<file path="src/hw/rtl/eth_ipv4_tcp_udp_header_parser_top_macros.svh">
// Assertion macros for the header parser.
// Each check is sampled on the rising edge of clk_i and is off while rst_ni is low.
`ifndef ETH_IPV4_TCP_UDP_HEADER_PARSER_TOP_MACROS_SVH
`define ETH_IPV4_TCP_UDP_HEADER_PARSER_TOP_MACROS_SVH

// General property check.
`define ETHP_ASSERT(label, prop, msg) \
  label: assert property (@(posedge clk_i) disable iff (!rst_ni) (prop)) else $error(msg);

// Overlapping implication check.
`define ETHP_ASSERT_IMPLIES(label, ante, cons, msg) \
  label: assert property (@(posedge clk_i) disable iff (!rst_ni) (ante) |-> (cons)) \
    else $error(msg);

// Next-cycle implication check.
`define ETHP_ASSERT_NEXT(label, ante, cons, msg) \
  label: assert property (@(posedge clk_i) disable iff (!rst_ni) (ante) |=> (cons)) \
    else $error(msg);

`endif

</file>
<file path="src/hw/rtl/ethp_pkg.sv">
package ethp_pkg;

  // Header sizes and field codes.
  localparam logic [7:0]  EthHdrLen  = 8'd14;
  localparam logic [7:0]  IpMinLen   = 8'd20;
  localparam logic [7:0]  TcpMinLen  = 8'd20;
  localparam logic [7:0]  UdpHdrLen  = 8'd8;
  localparam logic [15:0] EtherTypeIpv4 = 16'h0800;
  localparam logic [3:0]  IpVersion4 = 4'd4;
  localparam logic [7:0]  ProtoTcp   = 8'd6;
  localparam logic [7:0]  ProtoUdp   = 8'd17;
  localparam int unsigned TpBytes    = 14;

  // Bit positions in the layer mask.
  localparam int unsigned LayerEth  = 0;
  localparam int unsigned LayerIpv4 = 1;
  localparam int unsigned LayerTcp  = 2;
  localparam int unsigned LayerUdp  = 3;

  typedef enum logic [3:0] {
    ANOM_NONE        = 4'd0,
    ANOM_SHORT_ETH   = 4'd1,
    ANOM_SHORT_IP    = 4'd2,
    ANOM_BAD_IP_HDR  = 4'd3,
    ANOM_BAD_TOTAL   = 4'd4,
    ANOM_SHORT_TCP   = 4'd5,
    ANOM_BAD_TCP_HDR = 4'd6,
    ANOM_BAD_UDP_LEN = 4'd7,
    ANOM_UDP_MISMATCH = 4'd8,
    ANOM_SHORT_UDP   = 4'd9
  } anomaly_e;

  // One input item.
  typedef struct packed {
    logic [7:0] frame_byte;
    logic       byte_present;
    logic       end_of_frame;
  } byte_item_t;

  // Header fields latched during a frame.
  typedef struct packed {
    logic [15:0]              eth_type;
    logic [7:0]               version_ihl;
    logic [15:0]              total_length;
    logic [7:0]               protocol;
    logic [31:0]              src_addr;
    logic [31:0]              dst_addr;
    logic [TpBytes-1:0][7:0]  tp_bytes;
  } frame_fields_t;

  // One result item.
  typedef struct packed {
    logic [3:0]  layers_found;
    logic [15:0] ether_type;
    logic [7:0]  ip_protocol;
    logic [23:0] ip_lengths;
    logic [31:0] source_address;
    logic [31:0] dest_address;
    logic [31:0] port_pair;
    logic [63:0] seq_and_ack;
    logic [15:0] l4_detail;
    logic [7:0]  payload_offset;
    logic [15:0] payload_length;
    anomaly_e    anomaly;
  } result_t;

endpackage

</file>
<file path="src/hw/rtl/ethp_byte_if.sv">
interface ethp_byte_if;
  logic       valid;
  logic       ready;
  logic [7:0] frame_byte;
  logic       byte_present;
  logic       end_of_frame;

  modport source (output valid, frame_byte, byte_present, end_of_frame, input ready);
  modport sink (input valid, frame_byte, byte_present, end_of_frame, output ready);
endinterface

</file>
<file path="src/hw/rtl/ethp_result_if.sv">
interface ethp_result_if;
  logic        valid;
  logic        ready;
  logic [3:0]  layers_found;
  logic [15:0] ether_type;
  logic [7:0]  ip_protocol;
  logic [23:0] ip_lengths;
  logic [31:0] source_address;
  logic [31:0] dest_address;
  logic [31:0] port_pair;
  logic [63:0] seq_and_ack;
  logic [15:0] l4_detail;
  logic [7:0]  payload_offset;
  logic [15:0] payload_length;
  logic [3:0]  anomaly;

  modport source (
    output valid, layers_found, ether_type, ip_protocol, ip_lengths, source_address,
           dest_address, port_pair, seq_and_ack, l4_detail, payload_offset,
           payload_length, anomaly,
    input  ready
  );
  modport sink (
    input  valid, layers_found, ether_type, ip_protocol, ip_lengths, source_address,
           dest_address, port_pair, seq_and_ack, l4_detail, payload_offset,
           payload_length, anomaly,
    output ready
  );
endinterface

</file>
<file path="src/hw/rtl/ethp_frame_state.sv">
module ethp_frame_state #(
  parameter int unsigned CountBits = 16
) (
  input  logic                   clk_i,
  input  logic                   rst_ni,
  input  logic                   step_i,
  input  ethp_pkg::byte_item_t   item_i,
  output logic [CountBits-1:0]   count_next_o,
  output ethp_pkg::frame_fields_t fields_next_o
);

  localparam int unsigned W = (CountBits > 16) ? CountBits : 16;
  localparam logic [CountBits-1:0] CountMax = {CountBits{1'b1}};

  logic [CountBits-1:0]    count_q, count_d;
  ethp_pkg::frame_fields_t fields_q, fields_d;
  logic [W-1:0]            off_w;
  logic [W-1:0]            tstart_w;
  logic [7:0]              ihl_cur;
  logic                    take;
  logic                    tp_hit;
  logic [3:0]              tp_idx;

  // Offset of this byte and start of the transport header.
  assign off_w    = W'(count_q);
  assign ihl_cur  = {2'b00, fields_q.version_ihl[3:0], 2'b00};
  assign tstart_w = W'(ethp_pkg::EthHdrLen) + W'(ihl_cur);
  assign take     = item_i.byte_present && (count_q != CountMax);
  assign tp_hit   = (off_w >= W'(34)) && (off_w >= tstart_w)
                 && (off_w < tstart_w + W'(ethp_pkg::TpBytes));
  assign tp_idx   = 4'(off_w - tstart_w);

  // Latch the byte into whichever field its offset selects.
  always_comb begin
    fields_d = fields_q;
    count_d  = count_q;
    if (take) begin
      count_d = count_q + 1'b1;
      if (off_w == W'(12)) begin
        fields_d.eth_type[15:8] = item_i.frame_byte;
      end else if (off_w == W'(13)) begin
        fields_d.eth_type[7:0] = item_i.frame_byte;
      end else if (off_w == W'(14)) begin
        fields_d.version_ihl = item_i.frame_byte;
      end else if (off_w == W'(16)) begin
        fields_d.total_length[15:8] = item_i.frame_byte;
      end else if (off_w == W'(17)) begin
        fields_d.total_length[7:0] = item_i.frame_byte;
      end else if (off_w == W'(23)) begin
        fields_d.protocol = item_i.frame_byte;
      end else if (off_w >= W'(26) && off_w <= W'(29)) begin
        fields_d.src_addr = {fields_q.src_addr[23:0], item_i.frame_byte};
      end else if (off_w >= W'(30) && off_w <= W'(33)) begin
        fields_d.dst_addr = {fields_q.dst_addr[23:0], item_i.frame_byte};
      end
      if (tp_hit) begin
        fields_d.tp_bytes[tp_idx] = item_i.frame_byte;
      end
    end
  end

  assign count_next_o  = count_d;
  assign fields_next_o = fields_d;

  // Per-frame state; the end of a frame clears it for the next one.
  always_ff @(posedge clk_i or negedge rst_ni) begin
    if (!rst_ni) begin
      count_q  <= '0;
      fields_q <= '0;
    end else if (step_i) begin
      if (item_i.end_of_frame) begin
        count_q  <= '0;
        fields_q <= '0;
      end else begin
        count_q  <= count_d;
        fields_q <= fields_d;
      end
    end
  end

endmodule

</file>
<file path="src/hw/rtl/ethp_result_calc.sv">
module ethp_result_calc #(
  parameter int unsigned CountBits = 16
) (
  input  logic [CountBits-1:0]    count_i,
  input  ethp_pkg::frame_fields_t fields_i,
  output ethp_pkg::result_t       result_o
);

  localparam int unsigned W = (CountBits > 16) ? CountBits : 16;

  logic [W-1:0]  cap_w;
  logic [W-1:0]  avail_w;
  logic [3:0]    version;
  logic [7:0]    ihl;
  logic [15:0]   total;
  logic [15:0]   ipcap;
  logic [15:0]   l4;
  logic [7:0]    thdr;
  logic [15:0]   ulen;
  logic [31:0]   ports;

  // Lengths derived from the captured count and the IPv4 header.
  assign cap_w   = W'(count_i);
  assign avail_w = cap_w - W'(ethp_pkg::EthHdrLen);
  assign version = fields_i.version_ihl[7:4];
  assign ihl     = {2'b00, fields_i.version_ihl[3:0], 2'b00};
  assign total   = fields_i.total_length;
  assign ipcap   = (W'(total) <= avail_w) ? total : avail_w[15:0];
  assign l4      = ipcap - {8'h00, ihl};
  assign thdr    = {2'b00, fields_i.tp_bytes[12][7:4], 2'b00};
  assign ulen    = {fields_i.tp_bytes[4], fields_i.tp_bytes[5]};
  assign ports   = {fields_i.tp_bytes[0], fields_i.tp_bytes[1],
                    fields_i.tp_bytes[2], fields_i.tp_bytes[3]};

  // Layer checks in priority order; the first failing check sets the anomaly.
  always_comb begin
    result_o         = '0;
    result_o.anomaly = ethp_pkg::ANOM_NONE;
    if (cap_w < W'(ethp_pkg::EthHdrLen)) begin
      result_o.anomaly = ethp_pkg::ANOM_SHORT_ETH;
    end else begin
      result_o.layers_found[ethp_pkg::LayerEth] = 1'b1;
      result_o.ether_type = fields_i.eth_type;
      if (fields_i.eth_type == ethp_pkg::EtherTypeIpv4) begin
        if (cap_w < W'(ethp_pkg::EthHdrLen) + W'(ethp_pkg::IpMinLen)) begin
          result_o.anomaly = ethp_pkg::ANOM_SHORT_IP;
        end else if (version != ethp_pkg::IpVersion4 || ihl < ethp_pkg::IpMinLen) begin
          result_o.anomaly = ethp_pkg::ANOM_BAD_IP_HDR;
        end else if (cap_w < W'(ethp_pkg::EthHdrLen) + W'(ihl)) begin
          result_o.anomaly = ethp_pkg::ANOM_SHORT_IP;
        end else if (total < {8'h00, ihl}) begin
          result_o.anomaly = ethp_pkg::ANOM_BAD_TOTAL;
        end else begin
          result_o.layers_found[ethp_pkg::LayerIpv4] = 1'b1;
          result_o.ip_protocol    = fields_i.protocol;
          result_o.ip_lengths     = {ihl, total};
          result_o.source_address = fields_i.src_addr;
          result_o.dest_address   = fields_i.dst_addr;
          if (fields_i.protocol == ethp_pkg::ProtoTcp) begin
            if (l4 < 16'(ethp_pkg::TcpMinLen)) begin
              result_o.anomaly = ethp_pkg::ANOM_SHORT_TCP;
            end else if (thdr < ethp_pkg::TcpMinLen) begin
              result_o.anomaly = ethp_pkg::ANOM_BAD_TCP_HDR;
            end else if (l4 < {8'h00, thdr}) begin
              result_o.anomaly = ethp_pkg::ANOM_SHORT_TCP;
            end else begin
              result_o.layers_found[ethp_pkg::LayerTcp] = 1'b1;
              result_o.port_pair   = ports;
              result_o.seq_and_ack = {fields_i.tp_bytes[4], fields_i.tp_bytes[5],
                                      fields_i.tp_bytes[6], fields_i.tp_bytes[7],
                                      fields_i.tp_bytes[8], fields_i.tp_bytes[9],
                                      fields_i.tp_bytes[10], fields_i.tp_bytes[11]};
              result_o.l4_detail      = {thdr, fields_i.tp_bytes[13]};
              result_o.payload_offset = ethp_pkg::EthHdrLen + ihl + thdr;
              result_o.payload_length = l4 - {8'h00, thdr};
            end
          end else if (fields_i.protocol == ethp_pkg::ProtoUdp) begin
            if (l4 < 16'(ethp_pkg::UdpHdrLen)) begin
              result_o.anomaly = ethp_pkg::ANOM_SHORT_UDP;
            end else if (ulen < 16'(ethp_pkg::UdpHdrLen)) begin
              result_o.anomaly = ethp_pkg::ANOM_BAD_UDP_LEN;
            end else begin
              // The layer is reported even when the length field disagrees.
              if (ulen < l4) begin
                result_o.anomaly = ethp_pkg::ANOM_UDP_MISMATCH;
              end else if (ulen > l4) begin
                result_o.anomaly = ethp_pkg::ANOM_SHORT_UDP;
              end
              result_o.layers_found[ethp_pkg::LayerUdp] = 1'b1;
              result_o.port_pair      = ports;
              result_o.l4_detail      = ulen;
              result_o.payload_offset = ethp_pkg::EthHdrLen + ihl + ethp_pkg::UdpHdrLen;
              result_o.payload_length = l4 - 16'(ethp_pkg::UdpHdrLen);
            end
          end
        end
      end
    end
  end

endmodule

</file>
<file path="src/hw/rtl/eth_ipv4_tcp_udp_header_parser_top.sv">
// Ethernet II / IPv4 / TCP / UDP header parser.
// byte_i carries one captured frame byte per transfer in wire order. byte_present
// low marks an item with no byte (an empty end marker, or an idle item when
// end_of_frame is also low). end_of_frame marks the last item of a frame.
// result_o carries one transfer per frame: the layers found, the header fields,
// the payload offset and captured payload length, and an anomaly code.
// Throughput is one input item per cycle while byte_i.ready is high, held by the
// single-pass update of the latched header registers between the input register
// and the result register. The result register loads when the end-of-frame item
// leaves the input register. The byte count saturates at 2**COUNT_BITS-1; bytes
// past that are ignored. Reset clears the stage valid flags and all per-frame state.
// When the receiver stalls, the result is held and bytes keep flowing until an
// end-of-frame item reaches the input register; byte_i.ready then drops until
// the held result is taken.
`include "eth_ipv4_tcp_udp_header_parser_top_macros.svh"

module eth_ipv4_tcp_udp_header_parser_top #(
  parameter int unsigned COUNT_BITS = 16
) (
  input  logic          clk_i,
  input  logic          rst_ni,
  ethp_byte_if.sink     byte_i,
  ethp_result_if.source result_o
);

  ethp_pkg::byte_item_t    in_q;
  logic                    in_valid_q;
  logic                    stall;
  logic                    advance;
  logic                    out_load;
  logic                    out_valid_q;
  ethp_pkg::result_t       out_q;
  ethp_pkg::result_t       result_d;
  logic [COUNT_BITS-1:0]   count_next;
  ethp_pkg::frame_fields_t fields_next;

  // An end-of-frame item waits while the result register is still full.
  assign stall    = in_valid_q && in_q.end_of_frame && out_valid_q && !result_o.ready;
  assign advance  = in_valid_q && !stall;
  assign out_load = advance && in_q.end_of_frame;
  assign byte_i.ready = !in_valid_q || !stall;

  // Input register.
  always_ff @(posedge clk_i or negedge rst_ni) begin
    if (!rst_ni) begin
      in_valid_q <= 1'b0;
    end else if (byte_i.valid && byte_i.ready) begin
      in_valid_q <= 1'b1;
    end else if (advance) begin
      in_valid_q <= 1'b0;
    end
  end

  always_ff @(posedge clk_i) begin
    if (byte_i.valid && byte_i.ready) begin
      in_q.frame_byte   <= byte_i.frame_byte;
      in_q.byte_present <= byte_i.byte_present;
      in_q.end_of_frame <= byte_i.end_of_frame;
    end
  end

  // Per-frame byte count and latched header fields.
  ethp_frame_state #(
    .CountBits (COUNT_BITS)
  ) u_state (
    .clk_i         (clk_i),
    .rst_ni        (rst_ni),
    .step_i        (advance),
    .item_i        (in_q),
    .count_next_o  (count_next),
    .fields_next_o (fields_next)
  );

  // Result fields from the state as it stands after the last byte.
  ethp_result_calc #(
    .CountBits (COUNT_BITS)
  ) u_calc (
    .count_i  (count_next),
    .fields_i (fields_next),
    .result_o (result_d)
  );

  // Result register.
  always_ff @(posedge clk_i or negedge rst_ni) begin
    if (!rst_ni) begin
      out_valid_q <= 1'b0;
    end else if (out_load) begin
      out_valid_q <= 1'b1;
    end else if (result_o.ready) begin
      out_valid_q <= 1'b0;
    end
  end

  always_ff @(posedge clk_i) begin
    if (out_load) begin
      out_q <= result_d;
    end
  end

  assign result_o.valid          = out_valid_q;
  assign result_o.layers_found   = out_q.layers_found;
  assign result_o.ether_type     = out_q.ether_type;
  assign result_o.ip_protocol    = out_q.ip_protocol;
  assign result_o.ip_lengths     = out_q.ip_lengths;
  assign result_o.source_address = out_q.source_address;
  assign result_o.dest_address   = out_q.dest_address;
  assign result_o.port_pair      = out_q.port_pair;
  assign result_o.seq_and_ack    = out_q.seq_and_ack;
  assign result_o.l4_detail      = out_q.l4_detail;
  assign result_o.payload_offset = out_q.payload_offset;
  assign result_o.payload_length = out_q.payload_length;
  assign result_o.anomaly        = out_q.anomaly;

  // A new result only ever comes from an end-of-frame item.
  `ETHP_ASSERT_IMPLIES(a_result_from_eof, $rose(result_o.valid),
    $past(in_valid_q && in_q.end_of_frame), "result appeared without an end-of-frame item")

  // A frame end restarts the byte count.
  `ETHP_ASSERT_NEXT(a_count_restart, out_load && in_q.byte_present,
    u_state.count_q == '0, "byte count not cleared after frame end")

  // A TCP layer sits on IPv4 over Ethernet, excludes UDP and is clean.
  `ETHP_ASSERT_IMPLIES(a_tcp_layers, result_o.valid && result_o.layers_found[ethp_pkg::LayerTcp],
    result_o.layers_found[ethp_pkg::LayerIpv4] && result_o.layers_found[ethp_pkg::LayerEth]
    && !result_o.layers_found[ethp_pkg::LayerUdp] && result_o.anomaly == ethp_pkg::ANOM_NONE,
    "inconsistent TCP layer report")

  // A short Ethernet capture reports no layer at all.
  `ETHP_ASSERT_IMPLIES(a_short_eth, result_o.valid
    && result_o.anomaly == ethp_pkg::ANOM_SHORT_ETH, result_o.layers_found == 4'h0,
    "layers reported on a short Ethernet capture")

endmodule

</file>
<file path="src/flat_wrapper.sv">
// flat-port wrapper written by rule: the top's interface ports become plain ports
module eth_ipv4_tcp_udp_header_parser_top_flat 
#(
  parameter int unsigned COUNT_BITS = 16
)
  (clk_i, rst_ni, byte_i_valid, byte_i_frame_byte, byte_i_byte_present, byte_i_end_of_frame, byte_i_ready, result_o_valid, result_o_layers_found, result_o_ether_type, result_o_ip_protocol, result_o_ip_lengths, result_o_source_address, result_o_dest_address, result_o_port_pair, result_o_seq_and_ack, result_o_l4_detail, result_o_payload_offset, result_o_payload_length, result_o_anomaly, result_o_ready);
  ethp_byte_if byte_i_i ();
  ethp_result_if result_o_i ();
  input  logic clk_i;
  input  logic rst_ni;
  input wire logic [$bits(byte_i_i.valid)-1:0] byte_i_valid;
  input wire logic [$bits(byte_i_i.frame_byte)-1:0] byte_i_frame_byte;
  input wire logic [$bits(byte_i_i.byte_present)-1:0] byte_i_byte_present;
  input wire logic [$bits(byte_i_i.end_of_frame)-1:0] byte_i_end_of_frame;
  output wire logic [$bits(byte_i_i.ready)-1:0] byte_i_ready;
  output wire logic [$bits(result_o_i.valid)-1:0] result_o_valid;
  output wire logic [$bits(result_o_i.layers_found)-1:0] result_o_layers_found;
  output wire logic [$bits(result_o_i.ether_type)-1:0] result_o_ether_type;
  output wire logic [$bits(result_o_i.ip_protocol)-1:0] result_o_ip_protocol;
  output wire logic [$bits(result_o_i.ip_lengths)-1:0] result_o_ip_lengths;
  output wire logic [$bits(result_o_i.source_address)-1:0] result_o_source_address;
  output wire logic [$bits(result_o_i.dest_address)-1:0] result_o_dest_address;
  output wire logic [$bits(result_o_i.port_pair)-1:0] result_o_port_pair;
  output wire logic [$bits(result_o_i.seq_and_ack)-1:0] result_o_seq_and_ack;
  output wire logic [$bits(result_o_i.l4_detail)-1:0] result_o_l4_detail;
  output wire logic [$bits(result_o_i.payload_offset)-1:0] result_o_payload_offset;
  output wire logic [$bits(result_o_i.payload_length)-1:0] result_o_payload_length;
  output wire logic [$bits(result_o_i.anomaly)-1:0] result_o_anomaly;
  input wire logic [$bits(result_o_i.ready)-1:0] result_o_ready;
  assign byte_i_i.valid = byte_i_valid;
  assign byte_i_i.frame_byte = byte_i_frame_byte;
  assign byte_i_i.byte_present = byte_i_byte_present;
  assign byte_i_i.end_of_frame = byte_i_end_of_frame;
  assign byte_i_ready = byte_i_i.ready;
  assign result_o_valid = result_o_i.valid;
  assign result_o_layers_found = result_o_i.layers_found;
  assign result_o_ether_type = result_o_i.ether_type;
  assign result_o_ip_protocol = result_o_i.ip_protocol;
  assign result_o_ip_lengths = result_o_i.ip_lengths;
  assign result_o_source_address = result_o_i.source_address;
  assign result_o_dest_address = result_o_i.dest_address;
  assign result_o_port_pair = result_o_i.port_pair;
  assign result_o_seq_and_ack = result_o_i.seq_and_ack;
  assign result_o_l4_detail = result_o_i.l4_detail;
  assign result_o_payload_offset = result_o_i.payload_offset;
  assign result_o_payload_length = result_o_i.payload_length;
  assign result_o_anomaly = result_o_i.anomaly;
  assign result_o_i.ready = result_o_ready;
  eth_ipv4_tcp_udp_header_parser_top #(.COUNT_BITS(COUNT_BITS)) u_core (.clk_i(clk_i), .rst_ni(rst_ni), .byte_i(byte_i_i), .result_o(result_o_i));
endmodule
</file>
<file path="config.mk">
export PLATFORM = sky130hd
export DESIGN_NAME = eth_ipv4_tcp_udp_header_parser_top_flat
export DESIGN_NICKNAME = d
export VERILOG_FILES = /design/src/hw/rtl/ethp_pkg.sv /design/src/hw/rtl/ethp_byte_if.sv /design/src/hw/rtl/ethp_result_if.sv /design/src/hw/rtl/ethp_frame_state.sv /design/src/hw/rtl/ethp_result_calc.sv /design/src/hw/rtl/eth_ipv4_tcp_udp_header_parser_top.sv /design/src/flat_wrapper.sv
export VERILOG_INCLUDE_DIRS = /design/src /design/src/hw/rtl
export SDC_FILE = /design/constraint.sdc
export NUM_CORES = 1
export LEC_CHECK = 0
export BUFFER_PORTS_ARGS = -buffer_cell sky130_fd_sc_hd__buf_2
export CORE_MARGIN = 2
export CORE_UTILIZATION = 35
export DETAILED_ROUTE_END_ITERATION = 8
export PLACE_DENSITY = 0.49
export SYNTH_ARGS = -nofsm -noshare
export SYNTH_HDL_FRONTEND = slang
export SYNTH_SLANG_ARGS = --single-unit
</file>
<file path="constraint.sdc">
create_clock -name clk_i -period 17.25 [get_ports clk_i]
set_input_delay 0.8625 -clock clk_i [delete_from_list [all_inputs] [get_ports clk_i]]
set_output_delay 0.8625 -clock clk_i [all_outputs]
set_load 0.005 [all_outputs]
</file>
# ---- Yosys cells after proc, flatten, opt, wreduce, memory -nomap -nowiden
# Cells that the tools add are included.
dict set report totals {
  out_inout_bits 258
  input_bits 14
  word_cells 188
  register_bits 508
}
dict set report op_classes {
  n_lt_le_gt_ge 22
  add_sub_neg 12
  bitwise_logic 3
  n_mux 66
  reduce_logical 28
  eq_ne 11
}
# cell n
set op_table {}
lappend op_table {{2-to-1 mux 232 bit} 4}
lappend op_table {{2-to-1 mux 224 bit} 2}
lappend op_table {{2-to-1 mux 136 bit} 3}
lappend op_table {{2-to-1 mux 249 bit} 1}
lappend op_table {{2-to-1 mux 236 bit} 1}
lappend op_table {{2-to-1 mux 32 bit} 7}
lappend op_table {{2-to-1 mux 64 bit} 2}
lappend op_table {{bitwise mux 112 bit} 1}
lappend op_table {{2-to-1 mux 112 bit} 1}
lappend op_table {{2-to-1 mux 104 bit} 1}
lappend op_table {{2-to-1 mux 96 bit} 1}
lappend op_table {{2-to-1 mux 44 bit} 2}
lappend op_table {{2-to-1 mux 88 bit} 1}
lappend op_table {{2-to-1 mux 40 bit} 2}
lappend op_table {{2-to-1 mux 80 bit} 1}
lappend op_table {{2-to-1 mux 72 bit} 1}
lappend op_table {{2-to-1 mux 8 bit} 7}
lappend op_table {{equality test 16 x 4 -> 1 bit (second input constant)} 3}
lappend op_table {{equality test 16 x 5 -> 1 bit (second input constant)} 3}
lappend op_table {{< comparator 16 x 4 -> 1 bit (second input constant)} 3}
lappend op_table {{2-to-1 mux 16 bit} 3}
lappend op_table {{demux 8 bit (select 4 bit)} 1}
lappend op_table {{>= comparator 16 x 5 -> 1 bit (second input constant)} 2}
lappend op_table {{< comparator 16 x 6 -> 1 bit} 2}
lappend op_table {{40 further kinds} 87}

# ---- Logic depth before layout (Yosys ltp)
# Gate-level depths: netlist of the first run.
dict set report depth {
  word_depth 27
  depth_mapped 45
  ltp_nobuf 42
}

# ---- Cells and area by module
# Synthesis of the first run repeated with hierarchy kept, for this count alone.
dict set report hier_totals {
  hier_cells 2594
  hier_area_um2 28805.1
}
# mod n_inst area_each_um2 cells_each
set by_module_without_submodules {}
lappend by_module_without_submodules {ethp_frame_state 1 15416.0 1538}
lappend by_module_without_submodules {eth_ipv4_tcp_udp_header_parser_top 1 8095.3 276}
lappend by_module_without_submodules {ethp_result_calc 1 5293.8 780}

# ---- Least setup slack after synthesis of the first run
# No wires, ideal clock.
dict set report synth_timing {
  kind {register to register}
  startpoint {register u_core.in_q[0] in the netlist's numbering}
  endpoint {register u_core.out_q, in the netlist u_core.result_o.anomaly[0], enable pin}
  path_slack_ps 5017
  required_time_ps 16383
  path_stages_with_launch 5
  period_less_slack_ps 12233
  arrival_time_ps 11366
  cell_sequence {edfxtp_1 > clkbuf_1 > clkbuf_1 > nand2_1 > nor2_1}
}
dict set report synth_between {
  elab_chain_cells 6
}
# element line_no
set synth_rtl {}
lappend synth_rtl {{start, declared} eth_ipv4_tcp_udp_header_parser_top.sv:26} ;# ethp_pkg::byte_item_t in_q;
lappend synth_rtl {{logical AND 1 bit (3 in a row)} eth_ipv4_tcp_udp_header_parser_top.sv:38} ;# assign stall = in_valid_q && in_q.end_of_frame && out_valid_q && !result_o.ready;
lappend synth_rtl {{logical NOT 1 bit} eth_ipv4_tcp_udp_header_parser_top.sv:39} ;# assign advance = in_valid_q && !stall;
lappend synth_rtl {{logical AND 1 bit} eth_ipv4_tcp_udp_header_parser_top.sv:39}
lappend synth_rtl {{logical AND 1 bit (*)} eth_ipv4_tcp_udp_header_parser_top.sv:40} ;# assign out_load = advance && in_q.end_of_frame;
lappend synth_rtl {{net u_core.out_load} eth_ipv4_tcp_udp_header_parser_top.sv:30} ;# logic out_load;
lappend synth_rtl {{end signal, assigned} eth_ipv4_tcp_udp_header_parser_top.sv:96} ;# out_q <= result_d;
lappend synth_rtl {{end, declared} eth_ipv4_tcp_udp_header_parser_top.sv:32} ;# ethp_pkg::result_t out_q;
# The timed path passes the listed nets; every way through them passes the cells marked *.
# A chain may end at the register's enable or synchronous reset.

# ---- Final worst setup path of the first run
dict set report layout_timing {
  startpoint {register u_core.u_state.count_q[1]}
  endpoint {register u_core.out_q, in the netlist u_core.result_o.payload_offset[6], data pin}
}
dict set report layout_between {
  elab_chain_cells 15
  word_cells_on_any_way 67
  cone_classes {add/sub (8); order compare (16); eq/ne (11); mux (25); bitwise (1); reduce/logical (6)}
}
# element line_no
set layout_rtl {}
lappend layout_rtl {{start, declared} ethp_frame_state.sv:15} ;# logic [CountBits-1:0] count_q, count_d;
lappend layout_rtl {{start signal, assigned} ethp_frame_state.sv:75} ;# count_q <= count_d;
lappend layout_rtl {{parallel branches: the longest is 15 deep, another holds adder 16 x 1 -> 16 bit} n/a}
# Parallel ways; which one is timed is not known. The select of a mux whose other input is x is not followed.

==> tab_implementation.tex, run 1 <==
\begin{tabular}{lr}
\hline
Metric & Value \\
\hline
\multicolumn{2}{l}{\textbf{Global routing}} \\
\quad Vias in the first global route & 19457 \\
\quad Maximum number of pins on one net before global-route repair & 100 \\
\quad Total overflow reported by the global router & 0 \\
\quad Number of antenna violations at the first check in global routing & 1 \\
\quad First-pass GRT wire length & 124 mm \\
\quad Global router's overall resource usage & 21.9\% \\
\multicolumn{2}{l}{\textbf{Cells and area}} \\
\quad Multi-input gate area in the final layout & 10300 µm² \\
\quad Fraction of layout cells with a size suffix above 1 & $\sim$17\% \\
\quad Total Nets Final & 2762 \\
\quad Fillcell total & approximately 7000 \\
\quad Register area & 13800 µm² \\
\quad Diode insertion count for antenna repair & 0 \\
\quad Layout Area Growth over Synthesis & 16.4\% \\
\multicolumn{2}{l}{\textbf{Drt}} \\
\quad TritonRoute pass-1 iters & 8 \\
\quad Count of vias placed by the detailed router & 19830 \\
\quad Number of routed nets with antenna violations & 0 \\
\quad Post-detailed-routing wire length & 82.2 mm \\
\quad Routed WL per cell & 22.4 µm \\
\quad Number of vias per cell after detailed routing & 5.40 \\
\quad Routed wl met2 & between 30 and 40 mm \\
\quad 1st-iter DRT viols & 1555 \\
\quad Met3 wire len & 4.40 mm \\
\quad Detailed-route wire length on metal 1 & 36.5 mm \\
\quad Uppermost routed layer & met4 \\
\quad Remaining design rule violation count & 0 \\
\multicolumn{2}{l}{\textbf{Timing}} \\
\quad Setup repair after global routing missed its margin & false \\
\quad Number of setup violations in the final report & 0 \\
\quad Maximum achievable frequency & 85.5 MHz \\
\quad Worst slew pin tran & 1.24 ns \\
\quad Final clock skew & 0.0148 ns \\
\quad Ratio of final minimum period to clock period & 67.8\% \\
\quad Sum of negative setup slack & 0 ns \\
\quad Relative max-transition margin & 17.1\% \\
\quad Count of endpoints failing hold in the final timing report & 0 \\
\quad Post-layout minimum cycle time & 11.70 ns \\
\quad Hold Slack & 0.300 ns \\
\quad Slew Viols, Final & 0 \\
\multicolumn{2}{l}{\textbf{Synth}} \\
\quad Cell area after technology mapping & 25000 µm² \\
\quad Mux cell area share after synthesis & 2.88\% \\
\quad Top FF cell, synth & edfxtp\_1 \\
\quad Adder-cell share of the synthesized area & 3.60\% \\
\quad Portion of the post-synthesis area used by sequential elements & 55.2\% \\
\quad Yosys warning count & 0 \\
\quad Post-synth cell types & 102 \\
\quad Xor/xnor share of the synthesized area & roughly 2.2\% \\
\quad Number of flops mapped to enable cells by yosys & 261 \\
\quad Flop and latch count out of synthesis & 499 \\
\quad Asr flop ratio synth & approximately 48\% \\
\quad Share of synthesized cell area in and, or, nand and nor gates & between 10\% and 20\% \\
\quad Syn avg cell area & 10.1 µm² \\
\quad Number of standard cells after synthesis & between 2000 and 2500 \\
\quad Compound-cell area share of the yosys netlist & 16.2\% \\
\quad Combinational family with the most area after synthesis & compound AO/OA/AOI/OAI gates \\
\multicolumn{2}{l}{\textbf{Setup path}} \\
\quad Critical path type & flip-flop to flip-flop \\
\quad Worst Reg2Reg Path Length in Cells & 39 \\
\quad Required @ worst endpoint & 17.62 ns \\
\quad Capturing element type of the critical path & flip-flop \\
\quad Largest fanout on the critical path & 83 \\
\quad Data arrival at the endpoint of the critical path & about 12 ns \\
\quad Cell with the most instances on the worst path & a21o\_1 \\
\quad Standard cell with the maximum stage delay on the critical path & buf\_4 \\
\quad Longest individual stage delay on the worst path & 0.70 ns \\
\quad Startpoint Class & flip-flop \\
\multicolumn{2}{l}{\textbf{CTS}} \\
\quad Root cell of the clock tree & clkbuf\_16 \\
\quad CTS tree & yes \\
\quad Number of levels in the clock H-tree & 2 \\
\quad Total of hold buffers inserted after clock tree synthesis & 0 \\
\quad TritonCTS Buffers & 58 \\
\quad Total setup buffers inserted after CTS & 0 \\
\quad Clock latency on the worst-skew pair & 0.63 ns \\
\quad Number of clock sinks & 499 \\
\quad Buffers from clock root to sink, at most & 3 \\
\quad Clock edge transition at the registers on the reported setup and hold paths & 0.06 ns \\
\quad Post-cts gate resize count & 0 \\
\multicolumn{2}{l}{\textbf{Floorplan}} \\
\quad Height of the die & 271 µm \\
\quad Overall die area & 73600 µm² \\
\quad Total core area & 70400 µm² \\
\quad Die W & $\sim$270 µm \\
\quad Initial core utilization & 35.5\% \\
\quad Top-level I/O count & 272 \\
\quad Row count & 97 \\
\multicolumn{2}{l}{\textbf{Placed design}} \\
\quad Weighted congestion at the end of routability-driven global placement & 0.881 \\
\quad HPWL after DPL & 54.6 mm \\
\quad PortBufs & 266 \\
\multicolumn{2}{l}{\textbf{Power and ir drop}} \\
\quad Max rail drop VDD & approximately 0.066 mV \\
\quad Leakage power of the design & 11.5 nW \\
\quad Power density over the cells & 90.4 nW/µm² \\
\multicolumn{2}{l}{\textbf{Run status}} \\
\quad Status & completed \\
\multicolumn{2}{l}{\textbf{Run}} \\
\quad Number of maximum-capacitance constraint violations & 0 \\
\multicolumn{2}{l}{\textbf{Worst hold path}} \\
\quad Worst min path class & input port to asynchronous set/reset pin \\
\hline
\end{tabular}
## cell usage after synthesis, types with 20 or more instances
library cell | count | area [µm²]
o22ai_1 | 23 | 144
clkbuf_1 | 116 | 435
mux2i_1 | 64 | 641
nand2_1 | 541 | 2030
ha_1 | 64 | 801
inv_1 | 67 | 251
nor2_1 | 121 | 454
o21ai_0 | 181 | 906
nor3_1 | 39 | 195
a21oi_1 | 206 | 1030
nand3_1 | 42 | 210
a21o_1 | 21 | 158
nand4_1 | 25 | 156
a22o_1 | 82 | 718
nor4_1 | 20 | 125
dfrtp_1 | 238 | 5960
edfxtp_1 | 261 | 7840
buf_2 | 28 | 140
xnor2_1 | 38 | 333
## cell families after synthesis
group	after synthesis
buffers and inverters	234
xor gates and xnor gates	59
DFF	499
adders and majority gates	70
other	2
and+or+nand+nor	890
AOI/OAI and AO/OA	639
muxes	71
## through the flow
stage               std cells  worst slack, ns  utilization (%)  area, µm²  total power [W]
finish                   3670             5.55             41.3      29100          0.00263
global route             3670             4.74             41.3      29100          0.00273
CTS                      3670             5.63             41.3      29100          0.00266
detailed placement       3560             5.65             38.7      27300          0.00147
global placement         3560             6.01             38.7      27300          0.00147
floorplan                2468             5.02                -      25000          0.00139
## placed cells by master, fill, tap and decap left out, types with 64 or more instances in the layout
| cell | instances |
|---|---|
| inv_1 | 67 |
| ha_1 | 64 |
| dfrtp_1 | 238 |
| mux2i_1 | 64 |
| edfxtp_1 | 261 |
| buf_2 | 265 |
| a21oi_1 | 205 |
| nand2_1 | 540 |
| a22o_1 | 82 |
| nor2_1 | 117 |
| o21ai_0 | 181 |
## cell type report
cell class / count / share of cell area, %
Clock buffer: 78 / 5.42
Clock inverter: 32 / 0.895
Inverter: 74 / 0.955
Multi-Input combinational cell: 1735 / 35.5
Sequential cell: 499 / 47.4
Tap cell: 940 / 4.04
Timing Repair Buffer: 312 / 5.80
## power breakdown
group	switching (W)	internal, W	leakage [nW]
clock	0.000515	0.000674	0.892
sequential	0.0000156	0.00129	5.82
combinational	0.000108	0.0000332	4.80
total	0.000638	0.00199	11.5
## flip-flops by register name, indices dropped and copies added, names as in the netlist
register / cells
u_core.in_valid_q: 1
u_core.result_o.ip_protocol: 8
u_core.in_q: 10
u_core.result_o.payload_offset: 7
u_core.result_o.dest_address: 32
u_core.u_state.count_q: 16
u_core.result_o.source_address: 32
u_core.u_state.fields_q: 220
u_core.result_o.payload_length: 16
u_core.result_o.port_pair: 32
u_core.result_o.l4_detail: 16
u_core.result_o.seq_and_ack: 64
u_core.result_o.anomaly: 4
u_core.result_o.ip_lengths: 20
u_core.result_o.layers_found: 4
u_core.result_o.valid: 1
u_core.result_o.ether_type: 16
## metal layers
layer | up-vias | global-route usage [%]
met2 | 574 | 35.5
met3 | 118 | 3.47
li1 | 9246 | -
met5 | - | 0
met4 | 0 | 6.06
met1 | 9892 | 30.3
## final timing paths
check                                       startpoint                                end  slack [ns]
max                          u_core.u_state.count_q[1]  u_core.result_o.payload_offset[6]        5.55
min                                             rst_ni       u_core.u_state.fields_q[171]        0.30
max reg2reg                  u_core.u_state.count_q[1]  u_core.result_o.payload_offset[6]        5.55
min reg2reg                u_core.u_state.fields_q[47]        u_core.u_state.fields_q[47]        0.48
max in group asynchronous                       rst_ni        u_core.u_state.fields_q[30]       15.29
min in group clk_i                 byte_i_byte_present                     u_core.in_q[1]        0.41
## critical path, delay by kind of cell (launching register included)
kind                       cells  cell delay (ns)
AOI/OAI and AO/OA             18             4.57
xor gates and xnor gates       1             0.27
adders and majority gates      4             1.41
buffers and inverters          3             0.98
DFF                            1             0.61
muxes                          1             0.33
and+or+nand+nor               12             3.25
No activity file was read; power rests on OpenSTA's default activity.
==> inputs of run 2 (changes only) <==
--- a/config.mk
+++ b/config.mk
@@ -6,11 +6,12 @@
 export SDC_FILE = /design/constraint.sdc
 export NUM_CORES = 1
 export LEC_CHECK = 0
+export ABC_AREA = 1
 export BUFFER_PORTS_ARGS = -buffer_cell sky130_fd_sc_hd__buf_2
 export CORE_MARGIN = 2
 export CORE_UTILIZATION = 35
 export DETAILED_ROUTE_END_ITERATION = 8
-export PLACE_DENSITY = 0.49
+export PLACE_DENSITY = 0.51
 export SYNTH_ARGS = -nofsm -noshare
 export SYNTH_HDL_FRONTEND = slang
 export SYNTH_SLANG_ARGS = --single-unit
==> constraint.sdc (replaced) <==
create_clock -name clk_i -period 10.1 [get_ports clk_i]
set_input_delay 0.505 -clock clk_i [delete_from_list [all_inputs] [get_ports clk_i]]
set_output_delay 0.505 -clock clk_i [all_outputs]
set_load 0.005 [all_outputs]
==> run 2 against run 1 <==
Via count decreased by 0.53%. First-iteration DRC count increased by 17%. Global-route usage decreased by 0.95 points. Wire length decreased by 6.5%. Design area decreased by 1.7%. Critical path type unchanged. Largest cell class unchanged.
==> tab_implementation.tex, run 2 <==
\begin{tabular}{lr}
\hline
Metric & Value \\
\hline
\multicolumn{2}{l}{\textbf{Timing}} \\
\quad Ratio of final minimum period to clock period & 83.4\% (+16 points) \\
\quad Count of endpoints failing hold in the final timing report & 0 (unchanged) \\
\quad Maximum achievable frequency & 119 MHz (+39\%) \\
\quad Slew Viols, Final & 0 (unchanged) \\
\quad Number of setup violations in the final report & 0 (unchanged) \\
\quad Hold Slack & 0.0693 ns (-0.230 ns) \\
\quad Final clock skew & 0.0238 ns (+0.00898 ns) \\
\quad Relative max-transition margin & 24.5\% (+7.4 points) \\
\quad Post-layout minimum cycle time & 8.42 ns (-3.27 ns) \\
\quad Sum of negative setup slack & 0 ns (unchanged) \\
\quad Worst slew pin tran & 1.13 ns (-0.109 ns) \\
\quad Setup repair after global routing missed its margin & false \\
\multicolumn{2}{l}{\textbf{Worst hold path}} \\
\quad Worst min path class & input port to flip-flop \\
\quad Origin of the worst min-delay path & byte\_i\_frame\_byte[5] \\
\multicolumn{2}{l}{\textbf{Setup path}} \\
\quad Cell with the most instances on the worst path & nand2\_1 \\
\quad Worst setup startpoint & u\_core.u\_state.count\_q[1] \\
\quad Required @ worst endpoint & 10.42 ns (-7.20 ns) \\
\quad R2R Path End & u\_core.result\_o.l4\_detail[5] \\
\quad Setup crit end & u\_core.result\_o.l4\_detail[5] \\
\quad FF-to-FF setup slack & 1.68 ns (-3.88 ns) \\
\quad Capturing element type of the critical path & flip-flop \\
\quad Longest individual stage delay on the worst path & 0.61 ns (-0.09 ns) \\
\quad Startpoint Class & flip-flop \\
\quad Data arrival at the endpoint of the critical path & 8.75 ns (-3.32 ns) \\
\quad Largest fanout on the critical path & 50 (-40\%) \\
\quad Critical path type & flip-flop to flip-flop \\
\quad Worst Reg2Reg Path Length in Cells & 43 (+10\%) \\
\quad Worst R2R Start & u\_core.u\_state.count\_q[1] \\
\quad Standard cell with the maximum stage delay on the critical path & o21ai\_4 \\
\multicolumn{2}{l}{\textbf{Cells and area}} \\
\quad Total Nets Final & 2989 (+8.2\%) \\
\quad Leading cell types in the layout, fill and taps excluded & nand2\_1, nor2\_1, inv\_1, buf\_2, edfxtp\_1 \\
\quad Fillcell total & 6901 (-0.83\%) \\
\quad Diode insertion count for antenna repair & 0 (unchanged) \\
\quad Fraction of layout cells with a size suffix above 1 & 15.7\% (-1.3 points) \\
\quad Register bank with the most flops & u\_core.u\_state.fields\_q \\
\quad Number of flip-flops in the largest register & 220 (unchanged) \\
\quad Most common library cell in the layout ignoring fill and taps & nand2\_1 \\
\quad Layout Area Growth over Synthesis & 16.5\% (about the same) \\
\multicolumn{2}{l}{\textbf{Synth}} \\
\quad Syn avg cell area & 9.18 µm² (-9.5\%) \\
\quad Number of flops mapped to enable cells by yosys & 261 (unchanged) \\
\quad Dominant cells by area after synthesis & edfxtp\_1, dfrtp\_1, nand2\_1 \\
\quad Asr flop ratio synth & 47.7\% (unchanged) \\
\quad Number of standard cells after synthesis & 2674 (+8.5\%) \\
\quad Flop and latch count out of synthesis & 499 (unchanged) \\
\quad Portion of the post-synthesis area used by sequential elements & 56.2\% (+1.0 points) \\
\quad Post-synthesis cell type with the largest combined area & edfxtp\_1 \\
\quad Portion of synthesized cell area occupied by the leading cell type & 31.9\% (+0.58 points) \\
\quad Yosys warning count & 0 (unchanged) \\
\quad Top FF cell, synth & edfxtp\_1 \\
\quad Most common cell in the synthesized netlist & nand2\_1 \\
\quad Post-synth cell types & 56 (-45\%) \\
\quad Leading cell types by count after synthesis & nand2\_1, nor2\_1, inv\_1 \\
\quad Cell area after technology mapping & 24500 µm² (-1.8\%) \\
\multicolumn{2}{l}{\textbf{CTS}} \\
\quad Number of levels in the clock H-tree & 2 (unchanged) \\
\quad Number of clock sinks & 499 (unchanged) \\
\quad Root cell of the clock tree & clkbuf\_16 \\
\quad TritonCTS Buffers & 55 (-5.2\%) \\
\quad Clock edge transition at the registers on the reported setup and hold paths & 0.06 ns (about the same) \\
\quad Buffers from clock root to sink, at most & 3 (unchanged) \\
\quad Total setup buffers inserted after CTS & 0 (unchanged) \\
\quad CTS tree & yes \\
\quad Clock latency on the worst-skew pair & 0.62 ns (about the same) \\
\multicolumn{2}{l}{\textbf{Placed design}} \\
\quad Weighted congestion at the end of routability-driven global placement & 0.909 (+3.2\%) \\
\quad PortBufs & 266 (unchanged) \\
\quad HPWL after DPL & 52.1 mm (-4.6\%) \\
\multicolumn{2}{l}{\textbf{Run status}} \\
\quad Status & completed \\
\multicolumn{2}{l}{\textbf{Floorplan}} \\
\quad Total core area & 69800 µm² (-0.86\%) \\
\quad Top-level I/O count & 272 (unchanged) \\
\quad Height of the die & 269 µm (-0.90\%) \\
\quad Initial core utilization & 35.2\% (-0.35 points) \\
\quad Row count & 97 (unchanged) \\
\quad Overall die area & 72300 µm² (-1.8\%) \\
\quad Die W & 269 µm (-0.90\%) \\
\multicolumn{2}{l}{\textbf{Global routing}} \\
\quad Maximum number of pins on one net before global-route repair & 179 (+79\%) \\
\quad Number of antenna violations at the first check in global routing & 2 (+1) \\
\quad Global router's overall resource usage & 20.9\% (-0.95 points) \\
\quad Vias in the first global route & 18687 (-4.0\%) \\
\quad Total overflow reported by the global router & 0 (unchanged) \\
\quad First-pass GRT wire length & 115 mm (-7.1\%) \\
\multicolumn{2}{l}{\textbf{Run}} \\
\quad Number of maximum-capacitance constraint violations & 0 (unchanged) \\
\multicolumn{2}{l}{\textbf{Drt}} \\
\quad TritonRoute pass-1 iters & 7 (-1) \\
\quad Number of vias per cell after detailed routing & 5.07 (-6.2\%) \\
\quad Remaining design rule violation count & 0 (unchanged) \\
\quad Count of vias placed by the detailed router & 19725 (-0.53\%) \\
\quad Number of routed nets with antenna violations & 0 (unchanged) \\
\quad 1st-iter DRT viols & 1826 (+17\%) \\
\quad Post-detailed-routing wire length & 76.9 mm (-6.5\%) \\
\quad Routed WL per cell & 19.8 µm (-12\%) \\
\multicolumn{2}{l}{\textbf{Power and ir drop}} \\
\quad Leakage power of the design & 12.8 nW (+11\%) \\
\quad Power density over the cells & 165 nW/µm² (+82\%) \\
\quad Max rail drop VDD & 0.149 mV (+130\%) \\
\hline
\end{tabular}
-- run 2: layer usage --
metal | GRT usage (%) | share of wire (%) | vias to the layer above
li1 | - | - | 9495
met1 | 29.7 | 46 | 9564
met2 | 34.3 | 47 | 586
met3 | 2.63 | 4.9 | 80
met4 | 4.38 | 1.8 | 0
met5 | 0 | 0 | -
-- run 2: logic make-up (layout without fill, tap and decap cells) --
family | after synthesis | count (layout) | synth area share (%)
AOI/OAI and AO/OA | 567 | 567 | 13.0
xor gates and xnor gates | 41 | 41 | 1.63
other | 2 | 6 | 0.0306
and+or+nand+nor | 1052 | 1052 | 18.3
buffers and inverters | 445 | 718 | 7.19
DFF | 499 | 499 | 56.2
adders and majority gates | 68 | 68 | 3.59
-- run 2: final cells by class --
cell class	count	area (µm²)	share of cell area (%)
Clock inverter	18	154	0.538
Clock buffer	83	1590	5.57
Inverter	317	1200	4.21
Sequential cell	499	13800	48.3
Timing Repair Buffer	300	1610	5.64
Tap cell	940	1180	4.11
Multi-Input combinational cell	1734	9050	31.7
-- run 2: how the worst min path moves through the flow --
stage               depth (start not counted)  slack (ns)                            to
CTS                                         1        0.03                u_core.in_q[7]
global placement                            1        0.44  u_core.u_state.fields_q[108]
finish                                      1        0.07                u_core.in_q[7]
detailed placement                          1        0.44   u_core.u_state.fields_q[39]
floorplan                                   0        0.21             u_core.in_valid_q
global route                                1        0.03                u_core.in_q[7]
-- run 2: timing repair --
action | CTS | global route
hold buffers | 1 | 0
hold endpoints to repair | 46 | 0
gates resized for setup | 0 | 0
-- run 2: report_power, final --
part | total [W] | switching, W | internal [W]
Sequential | 0.00227 | 0.0000454 | 0.00223
Clock | 0.00195 | 0.000834 | 0.00111
Combinational | 0.000497 | 0.000360 | 0.000137
-- run 2: critical path: cells and delay by family (launching register included) --
kind / cells / cell delay [ns]
simple gates: 26 / 3.15
compound gates: 4 / 1.35
buf+inv: 7 / 1.33
fa+ha+maj: 4 / 1.26
flops: 1 / 0.56
xor+xnor: 2 / 0.42
-- run 2: through the flow --
| stage | setup WS [ns] | instance area [µm²] | util [%] | power (W) | instances |
|---|---|---|---|---|---|
| 6_report | 1.68 | 28600 | 41.0 | 0.00472 | 3891 |
| 5_1_grt | 0.889 | 28600 | 41.0 | 0.00492 | 3891 |
| 4_1_cts | 1.69 | 28600 | 41.0 | 0.00477 | 3891 |
| 3_5_place_dp | 1.70 | 26800 | 38.4 | 0.00281 | 3789 |
| 3_3_place_gp | 1.86 | 26800 | 38.4 | 0.00281 | 3789 |
| 2_1_floorplan | 2.56 | 24600 | - | 0.00262 | 2678 |
==> inputs of run 3 (changes only) <==
--- a/config.mk
+++ b/config.mk
@@ -11,7 +11,7 @@
 export CORE_MARGIN = 2
 export CORE_UTILIZATION = 35
 export DETAILED_ROUTE_END_ITERATION = 8
-export PLACE_DENSITY = 0.51
+export PLACE_DENSITY = 0.49
 export SYNTH_ARGS = -nofsm -noshare
 export SYNTH_HDL_FRONTEND = slang
 export SYNTH_SLANG_ARGS = --single-unit
==> constraint.sdc (replaced) <==
create_clock -name clk_i -period 7.9 [get_ports clk_i]
set_input_delay 0.395 -clock clk_i [delete_from_list [all_inputs] [get_ports clk_i]]
set_output_delay 0.395 -clock clk_i [all_outputs]
set_load 0.005 [all_outputs]
==> run 3 against run 2 <==
Core utilization grew 0.82 points. Hold slack gained 0.0059 ns. Sequential power grew 28%. Critical path depth grew 1. Non-clock buffer count grew 32. Critical path type unchanged. Critical endpoint is now u_core.result_o.seq_and_ack[28].
==> tab_implementation.tex, run 3 (synthesized netlist as in run 2, its figures left out) <==
\begin{tabular}{lr}
\hline
Metric & Value \\
\hline
\multicolumn{2}{l}{\textbf{Run status}} \\
\quad Status & completed \\
\multicolumn{2}{l}{\textbf{Floorplan}} \\
\quad Initial core utilization & 35.2\% (unchanged) \\
\quad Total core area & 69800 µm² (unchanged) \\
\quad Row count & 97 (unchanged) \\
\quad Top-level I/O count & 272 (unchanged) \\
\quad Height of the die & 269 µm (unchanged) \\
\quad Die W & 269 µm (unchanged) \\
\quad Overall die area & 72300 µm² (unchanged) \\
\multicolumn{2}{l}{\textbf{CTS}} \\
\quad Root cell of the clock tree & clkbuf\_16 \\
\quad Clock edge transition at the registers on the reported setup and hold paths & 0.06 ns (about the same) \\
\quad Number of levels in the clock H-tree & 2 (unchanged) \\
\quad TritonCTS Buffers & 56 (+1.8\%) \\
\quad Clock latency on the worst-skew pair & 0.64 ns (+0.02 ns) \\
\quad CTS tree & yes \\
\quad Number of clock sinks & 499 (unchanged) \\
\quad Buffers from clock root to sink, at most & 3 (unchanged) \\
\multicolumn{2}{l}{\textbf{Drt}} \\
\quad Count of vias placed by the detailed router & 20073 (+1.8\%) \\
\quad 1st-iter DRT viols & 1559 (-15\%) \\
\quad Number of routed nets with antenna violations & 0 (unchanged) \\
\quad Remaining design rule violation count & 0 (unchanged) \\
\quad Routed WL per cell & 20.2 µm (+2.3\%) \\
\quad Post-detailed-routing wire length & 79.5 mm (+3.4\%) \\
\quad Number of vias per cell after detailed routing & 5.11 (+0.70\%) \\
\quad TritonRoute pass-1 iters & 5 (-2) \\
\multicolumn{2}{l}{\textbf{Timing}} \\
\quad Maximum achievable frequency & 137 MHz (+16\%) \\
\quad Sum of negative setup slack & 0 ns (unchanged) \\
\quad Count of endpoints failing hold in the final timing report & 0 (unchanged) \\
\quad Ratio of final minimum period to clock period & 92.1\% (+8.7 points) \\
\quad Relative max-transition margin & 20.7\% (-3.8 points) \\
\quad Number of setup violations in the final report & 0 (unchanged) \\
\quad Slew Viols, Final & 0 (unchanged) \\
\quad Worst slew pin tran & 1.18 ns (+0.0488 ns) \\
\quad Hold Slack & 0.0752 ns (+0.00593 ns) \\
\quad Setup repair after global routing missed its margin & false \\
\quad Post-layout minimum cycle time & 7.28 ns (-1.15 ns) \\
\quad Worst-case setup margin in the final layout & 0.623 ns (-1.05 ns) \\
\quad Final clock skew & 0.0401 ns (+0.0163 ns) \\
\multicolumn{2}{l}{\textbf{Power and ir drop}} \\
\quad Power density over the cells & 217 nW/µm² (+32\%) \\
\quad Internal power summed over all cells & 0.00469 W (+35\%) \\
\quad Max rail drop VDD & 0.172 mV (+15\%) \\
\quad Switching power total & 0.00164 W (+33\%) \\
\quad Leakage power of the design & 13.1 nW (+2.1\%) \\
\quad Clock network fraction of design power & 43.7\% (+2.4 points) \\
\quad Total Power & 0.00633 W (+34\%) \\
\quad Part of the total power dissipated in sequential elements & 46.0\% (-2.2 points) \\
\quad Combinational power share & 10.3\% (-0.2 points) \\
\quad Switching power as a share of total power & 26.0\% (-0.30 points) \\
\multicolumn{2}{l}{\textbf{Cells and area}} \\
\quad Fillcell total & 6908 (+0.10\%) \\
\quad Register bank with the most flops & u\_core.u\_state.fields\_q \\
\quad Total Nets Final & 3022 (+1.1\%) \\
\quad Most common library cell in the layout ignoring fill and taps & nand2\_1 \\
\quad Final non-filler cell area & 29200 µm² (+2.0\%) \\
\quad Number of flip-flops in the largest register & 220 (unchanged) \\
\quad Leading cell types in the layout, fill and taps excluded & nand2\_1, nor2\_1, inv\_1, buf\_2, edfxtp\_1 \\
\quad Layout Area Growth over Synthesis & 18.8\% \\
\quad Fraction of layout cells with a size suffix above 1 & 16.5\% (+0.74 points) \\
\multicolumn{2}{l}{\textbf{Setup path}} \\
\quad Required @ worst endpoint & 8.27 ns (-2.15 ns) \\
\quad Standard cell with the maximum stage delay on the critical path & dfrtp\_1 \\
\quad Startpoint Class & flip-flop \\
\quad Critical path type & flip-flop to flip-flop \\
\quad Largest fanout on the critical path & 59 (+18\%) \\
\quad Data arrival at the endpoint of the critical path & 7.64 ns (-1.11 ns) \\
\quad Combined buffer and inverter count along the critical path & 9 (+2) \\
\quad Capturing element type of the critical path & flip-flop \\
\quad Cell with the most instances on the worst path & nand2\_1 \\
\quad Cell family with the largest share of critical-path delay & simple AND/OR/NAND/NOR gates \\
\quad FF-to-FF setup slack & 0.62 ns (-1.05 ns) \\
\quad Longest individual stage delay on the worst path & 0.48 ns (-0.13 ns) \\
\multicolumn{2}{l}{\textbf{Global routing}} \\
\quad Global router's overall resource usage & 21.7\% (+0.76 points) \\
\quad Number of antenna violations at the first check in global routing & 2 (unchanged) \\
\quad Maximum number of pins on one net before global-route repair & 151 (-16\%) \\
\quad First-pass GRT wire length & 118 mm (+2.5\%) \\
\quad Total overflow reported by the global router & 0 (unchanged) \\
\quad Vias in the first global route & 19132 (+2.4\%) \\
\multicolumn{2}{l}{\textbf{Placed design}} \\
\quad Pre-CTS worst setup slack & 0.412 ns (-1.29 ns) \\
\quad PortBufs & 266 (unchanged) \\
\quad Post-place instance area & 27000 µm² (+0.75\%) \\
\quad HPWL after DPL & 54.3 mm (+4.2\%) \\
\quad Weighted congestion at the end of routability-driven global placement & 0.925 (+1.7\%) \\
\multicolumn{2}{l}{\textbf{Run}} \\
\quad Number of maximum-capacitance constraint violations & 0 (unchanged) \\
\multicolumn{2}{l}{\textbf{Worst hold path}} \\
\quad Worst min path class & input port to flip-flop \\
\hline
\end{tabular}
run 3: cell count changes in the layout (fill, tap and decap cells not counted), sizes merged:
| cell | previous run | this run |
|---|---|---|
| buf | 299 | 320 |
| bufinv | 1 | 7 |
| clkbuf | 83 | 81 |
| clkinv | 24 | 26 |
| clkinvlp | 1 | 0 |
| diode | 0 | 4 |
| dlygate4sd3 | 1 | 12 |
run 3: power by group through the flow:
stage | registers (W) | logic [W] | clock network (W)
final | 0.00291 | 0.000653 | 0.00277
after global routing | 0.00292 | 0.000731 | 0.00294
after CTS | 0.00291 | 0.000655 | 0.00283
after detailed placement | 0.00296 | 0.000648 | 0
after global placement | 0.00296 | 0.000642 | 0
after floorplan | 0.00296 | 0.000387 | 0
run 3: final timing paths:
check,start,end,depth (start not counted)
worst max-delay path,u_core.u_state.count_q[0],u_core.result_o.seq_and_ack[28],44
worst min-delay path,result_o_ready,u_core.result_o.valid,4
worst max register to register,u_core.u_state.count_q[0],u_core.result_o.seq_and_ack[28],44
worst min register to register,u_core.u_state.fields_q[36],u_core.u_state.fields_q[36],2
max in group asynchronous,rst_ni,u_core.u_state.fields_q[21],3
min in group asynchronous,rst_ni,u_core.u_state.fields_q[33],2
run 3: final cells by class:
class | count | area, µm² | share of cell area [%]
Tap cell | 940 | 1180 | 4.03
Sequential cell | 499 | 13800 | 47.3
Antenna cell | 4 | 10.0 | 0.0343
Multi-Input combinational cell | 1734 | 9080 | 31.1
Clock buffer | 81 | 1620 | 5.54
Clock inverter | 25 | 360 | 1.24
Inverter | 317 | 1200 | 4.13
Timing Repair Buffer | 332 | 1920 | 6.57
run 3: timing repair:
| item | in CTS | in global routing |
|---|---|---|
| gates resized for setup | 0 | 4 |
| buffers inserted | 0 | 0 |
| endpoints found under the setup margin | 0 | 114 |
| endpoints found under the hold margin | 120 | 0 |
| hold buffers | 12 | 0 |
run 3: per-stage QoR:
step           std cells  utilization [%]
2_1_floorplan       2678                -
3_3_place_gp        3810             38.7
3_5_place_dp        3810             38.7
4_1_cts             3928             41.7
5_1_grt             3928             41.8
6_report            3932             41.8
run 3: per-layer routing:
layer / wire length [µm] / global-route usage, %
met1: 36500 / 30.5
met3: 4680 / 4.10
met2: 36400 / 34.1
met4: 1980 / 6.14
met5: 0 / 0
run 3: worst register-to-register path: cells and delay by family, from the launching register on:
kind	cells	cell delay [ns]
AND/OR/NAND/NOR	25	3.11
adder cells (fa/ha/maj)	5	1.44
buffers and inverters	9	1.15
AO/OA/AOI/OAI	4	0.63
flip-flops	1	0.48
XOR/XNOR	1	0.22
